==> config.mk <==
export PLATFORM = sky130hd
export DESIGN_NAME = subnet_whitelist_match
export DESIGN_NICKNAME = d
export VERILOG_FILES = /design/src/design/swm_pkg.sv /design/src/design/swm_ram.sv /design/src/design/swm_front.sv /design/src/design/swm_back.sv /design/src/design/subnet_whitelist_match.sv
export SDC_FILE = /design/constraint.sdc
export NUM_CORES = 1
export LEC_CHECK = 0
export ABC_AREA = 0
export BUFFER_PORTS_ARGS = -buffer_cell sky130_fd_sc_hd__buf_4
export CAP_MARGIN = 40
export CELL_PAD_IN_SITES_DETAIL_PLACEMENT = 0
export CELL_PAD_IN_SITES_GLOBAL_PLACEMENT = 1
export CORE_MARGIN = 5
export CORE_UTILIZATION = 51
export CTS_BUF_LIST = sky130_fd_sc_hd__clkbuf_4 sky130_fd_sc_hd__clkbuf_8
export CTS_CLUSTER_DIAMETER = 30
export DETAILED_ROUTE_END_ITERATION = 7
export PLACE_DENSITY = 0.82
export SYNTH_ARGS = -nofsm -noshare
export SYNTH_HDL_FRONTEND = slang
export SYNTH_SLANG_ARGS = --single-unit
==> constraint.sdc <==
create_clock -name clk -period 8.9 [get_ports clk]
set_input_delay 1.335 -clock clk [delete_from_list [all_inputs] [get_ports clk]]
set_output_delay 1.335 -clock clk [all_outputs]
set_load 0.01 [all_outputs]
==> src/design/swm_pkg.sv <==
// ----------------------------------------------------------------------------
// swm_pkg: shared types, constants and match function for the subnet whitelist
// Holds the queued word format and the prefix compare used by the scan engine.
// ----------------------------------------------------------------------------
package swm_pkg;

    localparam int TABLE_ENTRIES_DEF = 16;
    localparam int NET_W             = 32;
    localparam int PLEN_W            = 6;
    localparam int SLOT_W            = 4;
    localparam int ENTRY_W           = NET_W + PLEN_W;

    localparam logic [PLEN_W-1:0] MAX_PREFIX = PLEN_W'(32);
    localparam logic [NET_W-1:0]  ALL_ONES   = 32'hFFFF_FFFF;

    localparam logic REQ_WRITE  = 1'b0;
    localparam logic REQ_LOOKUP = 1'b1;

    typedef struct packed {
        logic              lookup;
        logic [SLOT_W-1:0] slot;
        logic [NET_W-1:0]  net;
        logic [PLEN_W-1:0] plen;
        logic [NET_W-1:0]  dest;
    } item_t;

    function automatic logic entry_match(
        input logic [NET_W-1:0]  dest,
        input logic [NET_W-1:0]  net,
        input logic [PLEN_W-1:0] plen
    );
        logic [NET_W-1:0] mask;
        logic             hit;
        begin
            if (plen == '0)
                mask = '0;
            else
                mask = ALL_ONES << (MAX_PREFIX - plen);
            if (plen > MAX_PREFIX)
                hit = 1'b0;
            else
                hit = (((net ^ dest) & mask) == '0);
            return hit;
        end
    endfunction

endpackage

==> src/design/swm_ram.sv <==
// ----------------------------------------------------------------------------
// swm_ram: generic single write port ram with registered read
// One write and one read per cycle; contents are undefined until written.
// ----------------------------------------------------------------------------
module swm_ram #(
    parameter int WIDTH = swm_pkg::ENTRY_W,
    parameter int DEPTH = swm_pkg::TABLE_ENTRIES_DEF,
    localparam int AW   = (DEPTH > 1) ? $clog2(DEPTH) : 1
) (
    input  logic             clk,
    input  logic             we,
    input  logic [AW-1:0]    waddr,
    input  logic [WIDTH-1:0] wdata,
    input  logic             re,
    input  logic [AW-1:0]    raddr,
    output logic [WIDTH-1:0] rdata
);

    logic [WIDTH-1:0] mem [DEPTH];
    logic [WIDTH-1:0] rdata_reg;

    always_ff @(posedge clk)
    begin
        if (we)
            mem[waddr] <= wdata;
        if (re)
            rdata_reg <= mem[raddr];
    end

    assign rdata = rdata_reg;

endmodule

==> src/design/swm_front.sv <==
// ----------------------------------------------------------------------------
// swm_front: request intake, classification and two-word queue
// Drops busy-time starts and writes past the table; queues the rest in order.
// ----------------------------------------------------------------------------
module swm_front #(
    parameter int TABLE_ENTRIES = swm_pkg::TABLE_ENTRIES_DEF
) (
    input  logic                        clk,
    input  logic                        rst_n,
    input  logic                        start,
    output logic                        busy,
    input  logic                        req_type,
    input  logic [swm_pkg::SLOT_W-1:0]  entry_index,
    input  logic [swm_pkg::NET_W-1:0]   subnet_addr,
    input  logic [swm_pkg::PLEN_W-1:0]  subnet_len,
    input  logic [swm_pkg::NET_W-1:0]   dest_ip,
    output logic                        q_valid,
    output swm_pkg::item_t              q_item,
    input  logic                        q_pop
);

    swm_pkg::item_t fifo_reg [2];
    logic           wr_ptr_reg, wr_ptr_next;
    logic           rd_ptr_reg, rd_ptr_next;
    logic [1:0]     count_reg, count_next;
    logic           accept;
    logic           slot_ok;
    logic           push;
    swm_pkg::item_t in_item;

    assign busy    = (count_reg == 2'd2);
    assign accept  = start && !busy;
    assign slot_ok = ({{(32 - swm_pkg::SLOT_W){1'b0}}, entry_index} < 32'(TABLE_ENTRIES));
    assign push    = accept && ((req_type == swm_pkg::REQ_LOOKUP) || slot_ok);

    always_comb
    begin
        in_item.lookup = (req_type == swm_pkg::REQ_LOOKUP);
        in_item.slot   = entry_index;
        in_item.net    = subnet_addr;
        in_item.plen   = subnet_len;
        in_item.dest   = dest_ip;
    end

    assign q_valid = (count_reg != 2'd0);
    assign q_item  = fifo_reg[rd_ptr_reg];

    always_comb
    begin
        wr_ptr_next = push  ? ~wr_ptr_reg : wr_ptr_reg;
        rd_ptr_next = q_pop ? ~rd_ptr_reg : rd_ptr_reg;
        count_next  = count_reg + 2'(push) - 2'(q_pop);
    end

    always_ff @(posedge clk)
    begin
        if (push)
            fifo_reg[wr_ptr_reg] <= in_item;
    end

    always_ff @(posedge clk or negedge rst_n)
    begin
        if (!rst_n)
        begin
            wr_ptr_reg <= 1'b0;
            rd_ptr_reg <= 1'b0;
            count_reg  <= 2'd0;
        end
        else
        begin
            wr_ptr_reg <= wr_ptr_next;
            rd_ptr_reg <= rd_ptr_next;
            count_reg  <= count_next;
        end
    end

`ifndef SYNTHESIS
    a_no_pop_empty: assert property (@(posedge clk) disable iff (!rst_n)
        q_pop |-> (count_reg != 2'd0))
        else $error("queue popped while empty");
`endif

endmodule

==> src/design/swm_back.sv <==
// ----------------------------------------------------------------------------
// swm_back: table owner and lookup scan engine
// Applies queued writes and scans the table one entry per cycle for lookups.
// ----------------------------------------------------------------------------
module swm_back #(
    parameter int TABLE_ENTRIES = swm_pkg::TABLE_ENTRIES_DEF,
    localparam int IDX_W        = (TABLE_ENTRIES > 1) ? $clog2(TABLE_ENTRIES) : 1
) (
    input  logic           clk,
    input  logic           rst_n,
    input  logic           q_valid,
    input  swm_pkg::item_t q_item,
    output logic           q_pop,
    output logic           done,
    output logic           allowed
);

    typedef enum logic [1:0] {
        S_IDLE = 2'b01,
        S_SCAN = 2'b10
    } state_t;

    localparam logic [IDX_W-1:0] LAST_IDX = IDX_W'(TABLE_ENTRIES - 1);

    state_t                        state_reg, state_next;
    logic [IDX_W-1:0]              chk_idx_reg, chk_idx_next;
    logic [swm_pkg::NET_W-1:0]     dest_reg, dest_next;
    logic [TABLE_ENTRIES-1:0]      valid_reg, valid_next;
    logic                          done_reg, done_next;
    logic                          allowed_reg, allowed_next;

    logic                          ram_we;
    logic [IDX_W-1:0]              ram_waddr;
    logic [IDX_W-1:0]              ram_raddr;
    logic [swm_pkg::ENTRY_W-1:0]   ram_rdata;
    logic [IDX_W+swm_pkg::SLOT_W-1:0] slot_ext;
    logic [swm_pkg::NET_W-1:0]     ent_net;
    logic [swm_pkg::PLEN_W-1:0]    ent_plen;
    logic                          ent_hit;
    logic                          is_last;

    assign slot_ext  = {{IDX_W{1'b0}}, q_item.slot};
    assign ram_waddr = slot_ext[IDX_W-1:0];
    assign q_pop     = q_valid && (state_reg == S_IDLE);
    assign ram_we    = q_pop && !q_item.lookup;

    assign ent_net  = valid_reg[chk_idx_reg]
                      ? ram_rdata[swm_pkg::ENTRY_W-1:swm_pkg::PLEN_W] : '0;
    assign ent_plen = ram_rdata[swm_pkg::PLEN_W-1:0];
    assign ent_hit  = swm_pkg::entry_match(dest_reg, ent_net, ent_plen);
    assign is_last  = (chk_idx_reg == LAST_IDX);

    always_comb
    begin
        state_next   = state_reg;
        chk_idx_next = chk_idx_reg;
        dest_next    = dest_reg;
        valid_next   = valid_reg;
        done_next    = 1'b0;
        allowed_next = allowed_reg;
        ram_raddr    = '0;
        unique case (state_reg)
            S_IDLE:
            begin
                if (ram_we)
                    valid_next[ram_waddr] = 1'b1;
                if (q_pop && q_item.lookup)
                begin
                    dest_next    = q_item.dest;
                    chk_idx_next = '0;
                    state_next   = S_SCAN;
                end
            end
            S_SCAN:
            begin
                ram_raddr = is_last ? chk_idx_reg : chk_idx_reg + 1'b1;
                if (ent_net == '0)
                begin
                    done_next    = 1'b1;
                    allowed_next = 1'b0;
                    state_next   = S_IDLE;
                end
                else if (ent_hit)
                begin
                    done_next    = 1'b1;
                    allowed_next = 1'b1;
                    state_next   = S_IDLE;
                end
                else if (is_last)
                begin
                    done_next    = 1'b1;
                    allowed_next = 1'b0;
                    state_next   = S_IDLE;
                end
                else
                begin
                    chk_idx_next = chk_idx_reg + 1'b1;
                end
            end
            default:
            begin
                state_next = S_IDLE;
            end
        endcase
    end

    swm_ram #(
        .WIDTH (swm_pkg::ENTRY_W),
        .DEPTH (TABLE_ENTRIES)
    ) u_table (
        .clk   (clk),
        .we    (ram_we),
        .waddr (ram_waddr),
        .wdata ({q_item.net, q_item.plen}),
        .re    (1'b1),
        .raddr (ram_raddr),
        .rdata (ram_rdata)
    );

    always_ff @(posedge clk)
    begin
        dest_reg    <= dest_next;
        chk_idx_reg <= chk_idx_next;
        allowed_reg <= allowed_next;
    end

    always_ff @(posedge clk or negedge rst_n)
    begin
        if (!rst_n)
        begin
            state_reg <= S_IDLE;
            valid_reg <= '0;
            done_reg  <= 1'b0;
        end
        else
        begin
            state_reg <= state_next;
            valid_reg <= valid_next;
            done_reg  <= done_next;
        end
    end

    assign done    = done_reg;
    assign allowed = allowed_reg;

`ifndef SYNTHESIS
    a_done_from_scan: assert property (@(posedge clk) disable iff (!rst_n)
        done_reg |-> $past(state_reg == S_SCAN))
        else $error("result strobe without a scan");
    a_no_write_in_scan: assert property (@(posedge clk) disable iff (!rst_n)
        (state_reg == S_SCAN) |-> !ram_we)
        else $error("table written during scan");
    a_done_single: assert property (@(posedge clk) disable iff (!rst_n)
        done_reg |=> !done_reg)
        else $error("back to back result strobes");
`endif

endmodule

==> src/design/subnet_whitelist_match.sv <==
// ----------------------------------------------------------------------------
// subnet_whitelist_match: ipv4 subnet whitelist lookup
// Write words fill table slots; lookup words report whether dest_ip is listed.
// ----------------------------------------------------------------------------
// a write word is queued, then written to the table when the back end is idle
// lookup: queued, then scanned from slot 0 up to a hit, empty slot or last slot
// writes go one per cycle when no scan runs; a scan holds off later queued words
// a two-word queue takes new words while a scan runs; busy when it is full
// reset: rst_n clears queue, control and slot valid bits, so the list is empty
// done is a one-cycle strobe and the receiver cannot stall it
module subnet_whitelist_match #(
    parameter int TABLE_ENTRIES = swm_pkg::TABLE_ENTRIES_DEF
) (
    input  logic                        clk,
    input  logic                        rst_n,
    input  logic                        start,
    output logic                        busy,
    input  logic                        req_type,
    input  logic [swm_pkg::SLOT_W-1:0]  entry_index,
    input  logic [swm_pkg::NET_W-1:0]   subnet_addr,
    input  logic [swm_pkg::PLEN_W-1:0]  subnet_len,
    input  logic [swm_pkg::NET_W-1:0]   dest_ip,
    output logic                        done,
    output logic                        allowed
);

    logic           q_valid;
    logic           q_pop;
    swm_pkg::item_t q_item;

    swm_front #(
        .TABLE_ENTRIES (TABLE_ENTRIES)
    ) u_front (
        .clk           (clk),
        .rst_n         (rst_n),
        .start         (start),
        .busy          (busy),
        .req_type      (req_type),
        .entry_index   (entry_index),
        .subnet_addr   (subnet_addr),
        .subnet_len    (subnet_len),
        .dest_ip       (dest_ip),
        .q_valid       (q_valid),
        .q_item        (q_item),
        .q_pop         (q_pop)
    );

    swm_back #(
        .TABLE_ENTRIES (TABLE_ENTRIES)
    ) u_back (
        .clk     (clk),
        .rst_n   (rst_n),
        .q_valid (q_valid),
        .q_item  (q_item),
        .q_pop   (q_pop),
        .done    (done),
        .allowed (allowed)
    );

endmodule
==> summary.txt, run 1 <==
Drt
  – DRC Markers: 0
  – Met3 routed WL: 5310 um
  – Met2 wire length: 39200 um
  – Routed Wire Length: 79600 um
  – Top Layer Used: met4
  – TritonRoute pass-1 iters: 6
  – Routed WL per cell: 22.4 um
  – Vias per cell: 5.78
  – Via count: 20500
  – Wl on met1: 33200 um
  – Antenna Violating Nets Remaining: 0
  – Initial DRC Count: 2067

Worst setup path
  – Worst setup path start: u_back.chk_idx_reg[0]
  – R2r startpoint: u_back.chk_idx_reg[0]
  – R2R setup slack: 4.29 ns
  – CP Class: reg2reg
  – Req. time, crit path: 9.60 ns
  – CP endpoint kind: register
  – Max FO, Critical Path: 82
  – Reg2reg end: u_back.u_table.rdata[22]
  – Worst path arrival time: 5.31 ns
  – Critical Path Start Type: register
  – Worst reg2reg path depth: 11

STA
  – RSZ-0062 raised after global routing: no
  – Count of final max-slew check failures: 0
  – Fmax: 217 MHz
  – Final Hold Viols: 0
  – Final clock period utilization by the worst path: 0.518
  – Measured slew at the worst slew-check pin: 0.954 ns
  – Slew margin rel.: 0.364
  – TNS Setup: 0 ns
  – Final setup viols: 0
  – Fin crit period: 4.61 ns
  – Worst clock skew: 0.0311 ns

GRT
  – Vias in the first global route: 20400
  – Tot GR Track Use: 0.221
  – Largest net degree at the start of global routing: 154
  – Initial antenna violation count: 2
  – First-pass GRT wire length: 120000 um
  – Total congestion overflow: 0

Synth
  – Synth Cell Area: 0.0336 sq mm
  – #FFs+latches synth: 856
  – Synth Instances: 2437
  – Register area share after synthesis: 0.750
  – Most common cell in the synthesized netlist: edfxtp_1
  – Top cells by area, synth: edfxtp_1 (71%), nand2_1 (7.3%), a311oi_1 (3.0%), mux2_2 (2.5%), nand3_1 (2.4%)
  – Number of synthesis warnings: 0
  – Post-synth EDFFs: 795
  – Post-Synthesis Net Count: 2523
  – Synth Flop Type: edfxtp_1
  – Compound-gate portion of the synthesized area: 0.0645
  – Post-synth top area share: 0.710
  – Synth area leader: edfxtp_1
  – Mapped Avg Cell Area: 13.8 sq um
  – Simple-Gate Fraction of Synth Area: 0.129
  – Ys async rst share: 0.0269
  – Yosys cell types: 65
  – Adder-cell share of the synthesized area: 0.00298
  – Post-Synth XOR/XNOR Area: 0.00704
  – Largest family of logic cells by synthesized area: simple AND/OR/NAND/NOR gates
  – Top post-synthesis cells by count: edfxtp_1 (795), nand2_1 (653), nand3_1 (162)
  – Post-synthesis mux area share: 0.0264

Floorplanning
  – Initial Util: 0.513
  – Chip width: 267 um
  – Core Area: 0.0655 sq mm
  – Num ports: 81
  – FP Rows: 94
  – Full die area: 0.0711 sq mm
  – Die Ht: 267 um

Power and ir drop
  – Gate power share: 0.199
  – Pwr dens: 312 mW/mm^2
  – Flop pwr share: 0.470
  – P_sw: 3.49 mW
  – Internal Pwr Total: 8.58 mW
  – Pleak: 13.6 nW
  – Switching share of power: 0.290
  – VDD IR max: 0.182 mV
  – Tot Pwr: 12.1 mW
  – Clock share of power: 0.331

CTS
  – H-tree Lvls: 4
  – Hold_buf cts: 0
  – Clk Tree Root Cell: clkbuf_8
  – CTS Buf Count: 151
  – CTS tree: built
  – Post-CTS Setup Bufs: 0
  – Worst-path clk slew: 0.06 ns
  – Sink Count: 856
  – Post-cts sizing count: 0
  – Clk buf depth: 3
  – Clock latency on the worst-skew pair: 0.78 ns

Cells and area
  – Max reg flops: 608
  – Area delta synth->final: 15.3%
  – Post-route non-filler standard cell count: 3550
  – Fraction of layout cells with a size suffix above 1: 0.191
  – Fillcell total: 4958
  – Final net count: 2649
  – Reg area: 0.0252 sq mm
  – Multi-input gate area: 0.00789 sq mm

Placed design
  – IO buf count: 80
  – Cells after DPL: 3274
  – GPL Wtd Cong: 0.870
  – HPWL Detailed: 40900 um

Worst hold path
  – Worst hold path type: in2async

Outcome
  – Status: complete, no violations

Flow run
  – Max Cap Viol: 0
==> cell type report <==
| type | instances | share of cell area |
|---|---|---|
| Clock inverter | 55 | 0.0185 |
| Clock buffer | 220 | 0.0699 |
| Antenna cell | 1 | 0.0000646 |
| Sequential cell | 856 | 0.651 |
| Multi-Input combinational cell | 1407 | 0.204 |
| Inverter | 27 | 0.00294 |
| Timing Repair Buffer | 120 | 0.0264 |
| Tap cell | 864 | 0.0279 |
==> through the flow <==
step / utilization / setup slack (ns) / area, sq um / hold slack (ns)
floorplan: - / 3.84 / 33600 / 0.431
global placement: 0.537 / 4.35 / 35100 / 0.456
detailed placement: 0.539 / 4.34 / 35300 / 0.452
CTS: 0.591 / 4.33 / 38700 / 0.376
global route: 0.591 / 3.97 / 38700 / 0.424
finish: 0.591 / 4.29 / 38700 / 0.444
==> worst max path at each step <==
stage / end / slack [ns] / cells past startpoint
5_1_grt: u_back.u_table.rdata[21] / 3.97 / 11
4_1_cts: u_back.u_table.rdata[21] / 4.33 / 11
3_5_place_dp: u_back.u_table.rdata[21] / 4.34 / 11
6_report: u_back.u_table.rdata[22] / 4.29 / 11
2_1_floorplan: u_front.fifo_reg[0][0] / 3.84 / 2
3_3_place_gp: u_back.u_table.rdata[26] / 4.35 / 11
==> critical path, cell delays in order, from the launching register on <==
cell and delay (ns):
edfxtp_1 0.58, ha_1 0.36, nand3_1 0.16, mux2_2 0.38
nand2_4 0.63, buf_4 0.81, buf_4 0.66, nand2_1 0.11
and3_1 0.19, a311oi_1 0.26, a31oi_1 0.07, a21oi_1 0.18
==> logic make-up (layout without fill, tap and decap cells) <==
kind of cell	Yosys count	count (layout)
AND/OR/NAND/NOR	999	999
flip-flops	856	856
AO/OA/AOI/OAI	296	296
buffers and inverters	174	422
multiplexers	77	77
XOR/XNOR	27	27
adder cells (fa/ha/maj)	8	8
other	0	1
==> power groups by stage <==
stage	Sequential, mW	Combinational, mW	Clock (mW)
after global placement	5.75	2.29	0
after CTS	5.68	2.39	4.07
after detailed placement	5.76	2.38	0
final	5.68	2.40	4.00
after global routing	5.72	2.61	4.27
after floorplan	5.56	1.68	0
==> placed cells by master (no fill, tap or decap), types with 4 or more instances in the layout <==
master	count
ha_1	8
nand4_1	4
nor3_1	5
buf_16	5
o21a_1	4
and3_1	77
inv_1	25
nor4_1	9
dfxtp_1	38
xor2_1	13
a31oi_1	44
nand2_1	651
or4_1	5
edfxtp_1	795
a311oi_1	114
clkbuf_8	169
mux2_2	74
nand2b_1	4
clkinv_1	13
or2_2	19
a211oi_1	4
nor2_4	17
o21ai_0	34
or3_1	8
clkinv_2	14
nand3_1	162
nor2_1	21
buf_4	112
a21oi_1	56
bufinv_16	17
clkinvlp_4	6
xnor2_1	14
clkbuf_4	51
dfrtp_1	21
inv_6	5
==> metal layers <==
layer  vias to the layer above  GRT usage
met3                       116     0.0415
met1                     10300      0.299
met5                         -          0
met2                       771      0.364
met4                         0     0.0804
li1                       9356          -
No activity file was read; power rests on OpenSTA's default activity.
==> inputs of run 2 (changes only) <==
--- a/config.mk
+++ b/config.mk
@@ -11,7 +11,7 @@
 export CELL_PAD_IN_SITES_DETAIL_PLACEMENT = 0
 export CELL_PAD_IN_SITES_GLOBAL_PLACEMENT = 1
 export CORE_MARGIN = 5
-export CORE_UTILIZATION = 51
+export CORE_UTILIZATION = 49
 export CTS_BUF_LIST = sky130_fd_sc_hd__clkbuf_4 sky130_fd_sc_hd__clkbuf_8
 export CTS_CLUSTER_DIAMETER = 30
 export DETAILED_ROUTE_END_ITERATION = 7
==> constraint.sdc (replaced) <==
create_clock -name clk -period 4.07 [get_ports clk]
set_input_delay 0.6105 -clock clk [delete_from_list [all_inputs] [get_ports clk]]
set_output_delay 0.6105 -clock clk [all_outputs]
set_load 0.01 [all_outputs]
==> summary.txt, run 2 (synthesis gave the netlist of run 1 again) <==
Drt
  – DRC Markers: 0 (unchanged)
  – Routed Wire Length: 83500 um (was 79600 um)
  – TritonRoute pass-1 iters: 6 (unchanged)
  – Initial DRC Count: 2149 (was 2067)
  – Antenna Violating Nets Remaining: 0 (unchanged)
  – Via count: 21100 (was 20500)
  – Routed WL per cell: 22.6 um (was 22.4 um)
  – Vias per cell: 5.73 (was 5.78)

GRT
  – Initial antenna violation count: 3 (was 2)
  – Largest net degree at the start of global routing: 161 (was 154)
  – Total congestion overflow: 0 (unchanged)
  – Tot GR Track Use: 0.224 (was 0.221)
  – First-pass GRT wire length: 125000 um (was 120000 um)
  – Vias in the first global route: 21000 (was 20400)

Flow run
  – Max Cap Viol: 0 (unchanged)

Cells and area
  – Area delta synth->final: 19.5% (was 15.3%)
  – Most common cell after layout, fill and taps aside: edfxtp_1 (unchanged)
  – Final net count: 2763 (was 2649)
  – Max reg flops: 608 (unchanged)
  – Most frequent cells in the layout: edfxtp_1 (795), nand2_1 (651), clkbuf_8 (167) (was edfxtp_1 (795), nand2_1 (651), clkbuf_8 (169))
  – Fillcell total: 5153 (was 4958)
  – Final core occ: 0.587 (was 0.591)
  – Fraction of layout cells with a size suffix above 1: 0.199 (was 0.191)

Outcome
  – Status: complete, no violations (unchanged)

Worst setup path
  – Worst path arrival time: 4.39 ns (was 5.31 ns)
  – Req. time, crit path: 4.60 ns (was 9.60 ns)
  – CP endpoint kind: register (unchanged)
  – Max FO, Critical Path: 15 (was 82)
  – Critical Path Start Type: register (unchanged)
  – CP Class: reg2reg (unchanged)

Placed design
  – IO buf count: 80 (unchanged)
  – GPL Wtd Cong: 0.890 (was 0.870)
  – HPWL Detailed: 45700 um (was 40900 um)

CTS
  – Clock latency on the worst-skew pair: 0.81 ns (was 0.78 ns)
  – Clk Tree Root Cell: clkbuf_8 (unchanged)
  – CTS tree: built (unchanged)
  – Worst-path clk slew: 0.06 ns (about the same)
  – Clk buf depth: 3 (unchanged)
  – Post-CTS Setup Bufs: 0 (unchanged)
  – CTS Buf Count: 155 (was 151)
  – H-tree Lvls: 4 (unchanged)
  – Sink Count: 856 (unchanged)

Power and ir drop
  – Pwr dens: 670 mW/mm^2 (was 312 mW/mm^2)
  – Pleak: 14.2 nW (was 13.6 nW)
  – VDD IR max: 0.393 mV (was 0.182 mV)

STA
  – Measured slew at the worst slew-check pin: 0.917 ns (was 0.954 ns)
  – Final clock period utilization by the worst path: 0.950 (was 0.518)
  – Final setup viols: 0 (unchanged)
  – Count of final max-slew check failures: 0 (unchanged)
  – RSZ-0062 raised after global routing: no (unchanged)
  – Slew margin rel.: 0.389 (was 0.364)
  – Fmax: 258 MHz (was 217 MHz)
  – Fin crit period: 3.87 ns (was 4.61 ns)
  – Final Hold Viols: 0 (unchanged)
  – TNS Setup: 0 ns (unchanged)
  – Worst clock skew: 0.0308 ns (was 0.0311 ns)

Floorplanning
  – Initial Util: 0.492 (was 0.513)
  – Core Area: 0.0683 sq mm (was 0.0655 sq mm)
  – Full die area: 0.0739 sq mm (was 0.0711 sq mm)
  – Chip width: 272 um (was 267 um)
  – Die Ht: 272 um (was 267 um)
  – Num ports: 81 (unchanged)
  – FP Rows: 96 (was 94)

Worst hold path
  – Worst hold path type: in2reg (was in2async)
[run 2: cell types whose count changed in the layout (fill, tap and decap cells not counted), sizes merged]
cell and change:
dlygate4sd3 +76, clkinv +13, clkbuf -10, bufinv +2
buf +34, diode +1, inv +5
[run 2: worst paths after layout]
| path | start | end | slack [ns] | cells after the start |
|---|---|---|---|---|
| worst min register to register | u_back.valid_reg[6] | u_back.valid_reg[6] | 0.46 | 1 |
| min in group asynchronous | rst_n | u_front.rd_ptr_reg | 0.25 | 2 |
| worst max register to register | u_back.chk_idx_reg[0] | u_back.chk_idx_reg[3] | 0.20 | 10 |
| worst min-delay path | start | u_front.wr_ptr_reg | 0.20 | 3 |
| worst max-delay path | u_back.chk_idx_reg[0] | u_back.chk_idx_reg[3] | 0.20 | 10 |
| max in group asynchronous | rst_n | u_back.state_reg[0] | 3.53 | 2 |
[run 2: cell type report]
cell class                 count  area (sq um)  area share
clock inverter                75           921      0.0229
sequential                   856         25200       0.628
multi-input combinational   1407          7890       0.196
inverter                      27           111     0.00277
tap                          882          1100      0.0275
timing repair buffer         230          2280      0.0568
antenna                        2          5.00    0.000125
clock buffer                 210          2620      0.0653
[run 2: power breakdown]
| part | switching (mW) | leakage, nW | internal, mW | total [mW] |
|---|---|---|---|---|
| registers | 0.662 | 7.81 | 11.7 | 12.3 |
| logic | 3.68 | 4.59 | 1.90 | 5.58 |
| clock network | 3.54 | 1.84 | 5.45 | 8.99 |
| total | 7.89 | 14.2 | 19.0 | 26.9 |
[run 2: worst max-delay path, stage by stage (launching register included)]
cell	delay, ns
edfxtp_1	0.56
mux4_2	0.42
o22ai_2	0.10
o32ai_4	0.52
buf_4	0.30
nand2_1	0.09
xnor2_1	0.13
o2bb2ai_1	0.16
or4_1	0.49
or4_1	0.53
o22a_1	0.30
[run 2: repair_timing]
action,in CTS,in global routing
endpoints found under the setup margin,0,4
hold buffers,76,0
endpoints found under the hold margin,173,0
gates resized for setup,0,1
[run 2: metrics by stage]
step | std cells | instance area [sq um] | total power [mW] | hold slack [ns] | setup slack, ns
2_1_floorplan | 2437 | 33600 | 15.8 | 0.315 | 0.678
3_3_place_gp | 3325 | 35800 | 17.9 | 0.448 | 0.224
3_5_place_dp | 3326 | 35800 | 18.0 | 0.450 | 0.159
4_1_cts | 3687 | 40100 | 27.1 | 0.136 | 0.143
5_1_grt | 3688 | 40100 | 28.1 | 0.213 | 0.0752
6_report | 3689 | 40100 | 26.9 | 0.202 | 0.202
[run 2: routing by layer]
metal  up-vias  routed length (um)  GRT usage
li1       9607                   -          -
met1     10600               34900      0.308
met2       801               40700      0.364
met3       145                5620     0.0396
met4         2                2180     0.0803
met5         -                  11          0
==> inputs of run 3 (changes only) <==
--- a/config.mk
+++ b/config.mk
@@ -10,12 +10,13 @@
 export CAP_MARGIN = 40
 export CELL_PAD_IN_SITES_DETAIL_PLACEMENT = 0
 export CELL_PAD_IN_SITES_GLOBAL_PLACEMENT = 1
-export CORE_MARGIN = 5
+export CORE_MARGIN = 1
 export CORE_UTILIZATION = 49
 export CTS_BUF_LIST = sky130_fd_sc_hd__clkbuf_4 sky130_fd_sc_hd__clkbuf_8
 export CTS_CLUSTER_DIAMETER = 30
 export DETAILED_ROUTE_END_ITERATION = 7
 export PLACE_DENSITY = 0.82
+export RECOVER_POWER = 25
 export SYNTH_ARGS = -nofsm -noshare
 export SYNTH_HDL_FRONTEND = slang
 export SYNTH_SLANG_ARGS = --single-unit
==> summary.txt, run 3 (synthesis gave the netlist of run 1 again) <==
Outcome
  – Status: finished, violations left (was complete, no violations)
  – Failing checks: max-capacitance violations, max-slew violations

GRT
  – Largest net degree at the start of global routing: 119 (was 161)
  – First-pass GRT wire length: 126000 um (was 125000 um)
  – Vias in the first global route: 21300 (was 21000)
  – Met1 GRT Util: 0.317 (was 0.308)
  – GRT met2 Usage: 0.398 (was 0.364)
  – Met3 Use GR: 0.0445 (was 0.0396)
  – Total congestion overflow: 0 (unchanged)
  – Tot GR Track Use: 0.242 (was 0.224)
  – Initial antenna violation count: 2 (was 3)
  – GR peak layer: met2 (unchanged)

Worst setup path
  – Reg2reg end: u_back.chk_idx_reg[3] (unchanged)
  – Critical Path Start Type: register (unchanged)
  – CP Class: reg2reg (unchanged)
  – Worst path arrival time: 4.44 ns (was 4.39 ns)
  – Critical Path End: u_back.chk_idx_reg[3] (unchanged)
  – R2r startpoint: u_back.chk_idx_reg[0] (unchanged)
  – Worst setup path start: u_back.chk_idx_reg[0] (unchanged)
  – Req. time, crit path: 4.59 ns (was 4.60 ns)
  – Max FO, Critical Path: 7 (was 15)
  – R2R setup slack: 0.16 ns (was 0.20 ns)
  – Worst reg2reg path depth: 9 (was 10)
  – CP endpoint kind: register (unchanged)

Placed design
  – HPWL Detailed: 44300 um (was 45700 um)
  – GPL Wtd Cong: 0.907 (was 0.890)
  – IO buf count: 80 (unchanged)

Cells and area
  – Fillcell total: 5107 (was 5153)
  – Area delta synth->final: 18.8% (was 19.5%)
  – Max reg flops: 608 (unchanged)
  – Final net count: 2762 (was 2763)
  – Fraction of layout cells with a size suffix above 1: 0.181 (was 0.199)
  – Most frequent cells in the layout: edfxtp_1 (795), nand2_1 (651), clkbuf_8 (169) (was edfxtp_1 (795), nand2_1 (651), clkbuf_8 (167))
  – Antenna cells: 0 (was 2)
  – Most common cell after layout, fill and taps aside: edfxtp_1 (unchanged)

STA
  – Measured slew at the worst slew-check pin: 2.28 ns (was 0.917 ns)
  – Final setup viols: 0 (unchanged)
  – Slew margin rel.: -0.518 (was 0.389)
  – Fin crit period: 3.91 ns (was 3.87 ns)
  – Final Hold Viols: 0 (unchanged)
  – RSZ-0062 raised after global routing: no (unchanged)
  – Count of final max-slew check failures: 76 (was 0)
  – Final Hold Slack: 0.215 ns (was 0.202 ns)
  – Fmax: 255 MHz (was 258 MHz)
  – TNS Setup: 0 ns (unchanged)
  – Final clock period utilization by the worst path: 0.962 (was 0.950)
  – Worst clock skew: 0.0323 ns (was 0.0308 ns)

Worst hold path
  – Worst hold path type: in2reg (unchanged)
  – Worst Min Path Start: start (unchanged)

Floorplanning
  – Core Area: 0.0675 sq mm (was 0.0683 sq mm)
  – Num ports: 81 (unchanged)
  – Die Ht: 264 um (was 272 um)
  – FP Rows: 95 (was 96)
  – Full die area: 0.0696 sq mm (was 0.0739 sq mm)
  – Chip width: 264 um (was 272 um)
  – Initial Util: 0.498 (was 0.492)

Drt
  – Vias per cell: 5.77 (was 5.73)
  – Initial DRC Count: 2129 (was 2149)
  – DRC Markers: 0 (unchanged)
  – Via count: 21200 (was 21100)
  – Routed WL per cell: 22.8 um (was 22.6 um)
  – TritonRoute pass-1 iters: 6 (unchanged)
  – Antenna Violating Nets Remaining: 0 (unchanged)
  – Routed Wire Length: 83600 um (was 83500 um)

CTS
  – Worst-path clk slew: 0.06 ns (about the same)
  – Sink Count: 856 (unchanged)
  – CTS Buf Count: 152 (was 155)
  – Clock latency on the worst-skew pair: 0.80 ns (was 0.81 ns)
  – Clk Tree Root Cell: clkbuf_8 (unchanged)
  – CTS tree: built (unchanged)
  – Clk buf depth: 3 (unchanged)
  – H-tree Lvls: 4 (unchanged)

Power and ir drop
  – VDD IR max: 0.446 mV (was 0.393 mV)
  – Pwr dens: 665 mW/mm^2 (was 670 mW/mm^2)
  – Pleak: 14.0 nW (was 14.2 nW)

Flow run
  – Max Cap Viol: 1 (was 0)
==> run 3: changes by cell type in the layout (fill, tap and decap cells not counted), moves of 3 or more <==
cell,change
mux2_1,+16
buf_12,+5
mux2_2,-16
clkinvlp_4,+3
clkbuf_1,+25
clkbuf_4,+43
buf_4,-85
bufinv_16,-7
clkinv_2,-4
clkinv_1,+3
==> run 3: worst min path at each step <==
stage | endpoint | slack [ns] | depth (start not counted)
finish | u_front.wr_ptr_reg | 0.22 | 3
global route | u_front.wr_ptr_reg | 0.20 | 3
CTS | u_front.wr_ptr_reg | 0.14 | 3
detailed placement | u_back.valid_reg[10] | 0.45 | 1
global placement | u_back.valid_reg[11] | 0.45 | 1
floorplan | u_back.done | 0.31 | 0
==> run 3: stage by stage <==
step	instances	cell area [sq um]	total power, mW	utilization	worst slack, ns
6_report	3672	39900	26.6	0.591	0.155
2_1_floorplan	2437	33600	15.8	-	0.678
3_5_place_dp	3314	35900	18.0	0.531	0.156
5_1_grt	3672	39900	27.7	0.591	0.0407
4_1_cts	3667	40000	26.6	0.592	0.131
3_3_place_gp	3313	35900	17.9	0.531	0.225
==> run 3: final cells by class <==
cell class	instances	area (sq um)	share of cell area
Sequential cell	856	25200	0.632
Tap cell	873	1090	0.0274
Clock buffer	203	2580	0.0647
Clock inverter	74	764	0.0192
Inverter	27	111	0.00279
Multi-Input combinational cell	1408	7910	0.198
Timing Repair Buffer	231	2240	0.0562
==> run 3: routing by layer <==
| layer | vias to the layer above | share of wire |
|---|---|---|
| met5 | - | 0.00016 |
| met4 | 2 | 0.029 |
| met3 | 169 | 0.063 |
| met2 | 806 | 0.49 |
| met1 | 10600 | 0.41 |
| li1 | 9606 | - |
==> run 3: what timing repair did <==
action / 4_1_cts / 5_1_grt
buffers inserted: 0 / 4
gates resized for setup: 0 / 5
hold buffers: 76 / 0
endpoints found under the hold margin: 173 / 0
setup endpoints to repair: 0 / 9
==> run 3: report_power, final <==
part	leakage (nW)	internal, mW	total [mW]	switching [mW]
combinational	4.51	1.90	5.65	3.75
sequential	7.81	11.7	12.4	0.673
clock	1.73	4.96	8.55	3.58
total	14.0	18.6	26.6	8.01
==> run 3: critical path, stage by stage, from the launching register on <==
cell	delay [ns]
edfxtp_1	0.51
mux2_2	0.38
o21ai_1	0.49
o32ai_2	0.33
and3_1	0.27
o221a_1	0.21
a2111oi_2	0.32
nand4_1	0.16
or4_1	0.65
o22a_1	0.31
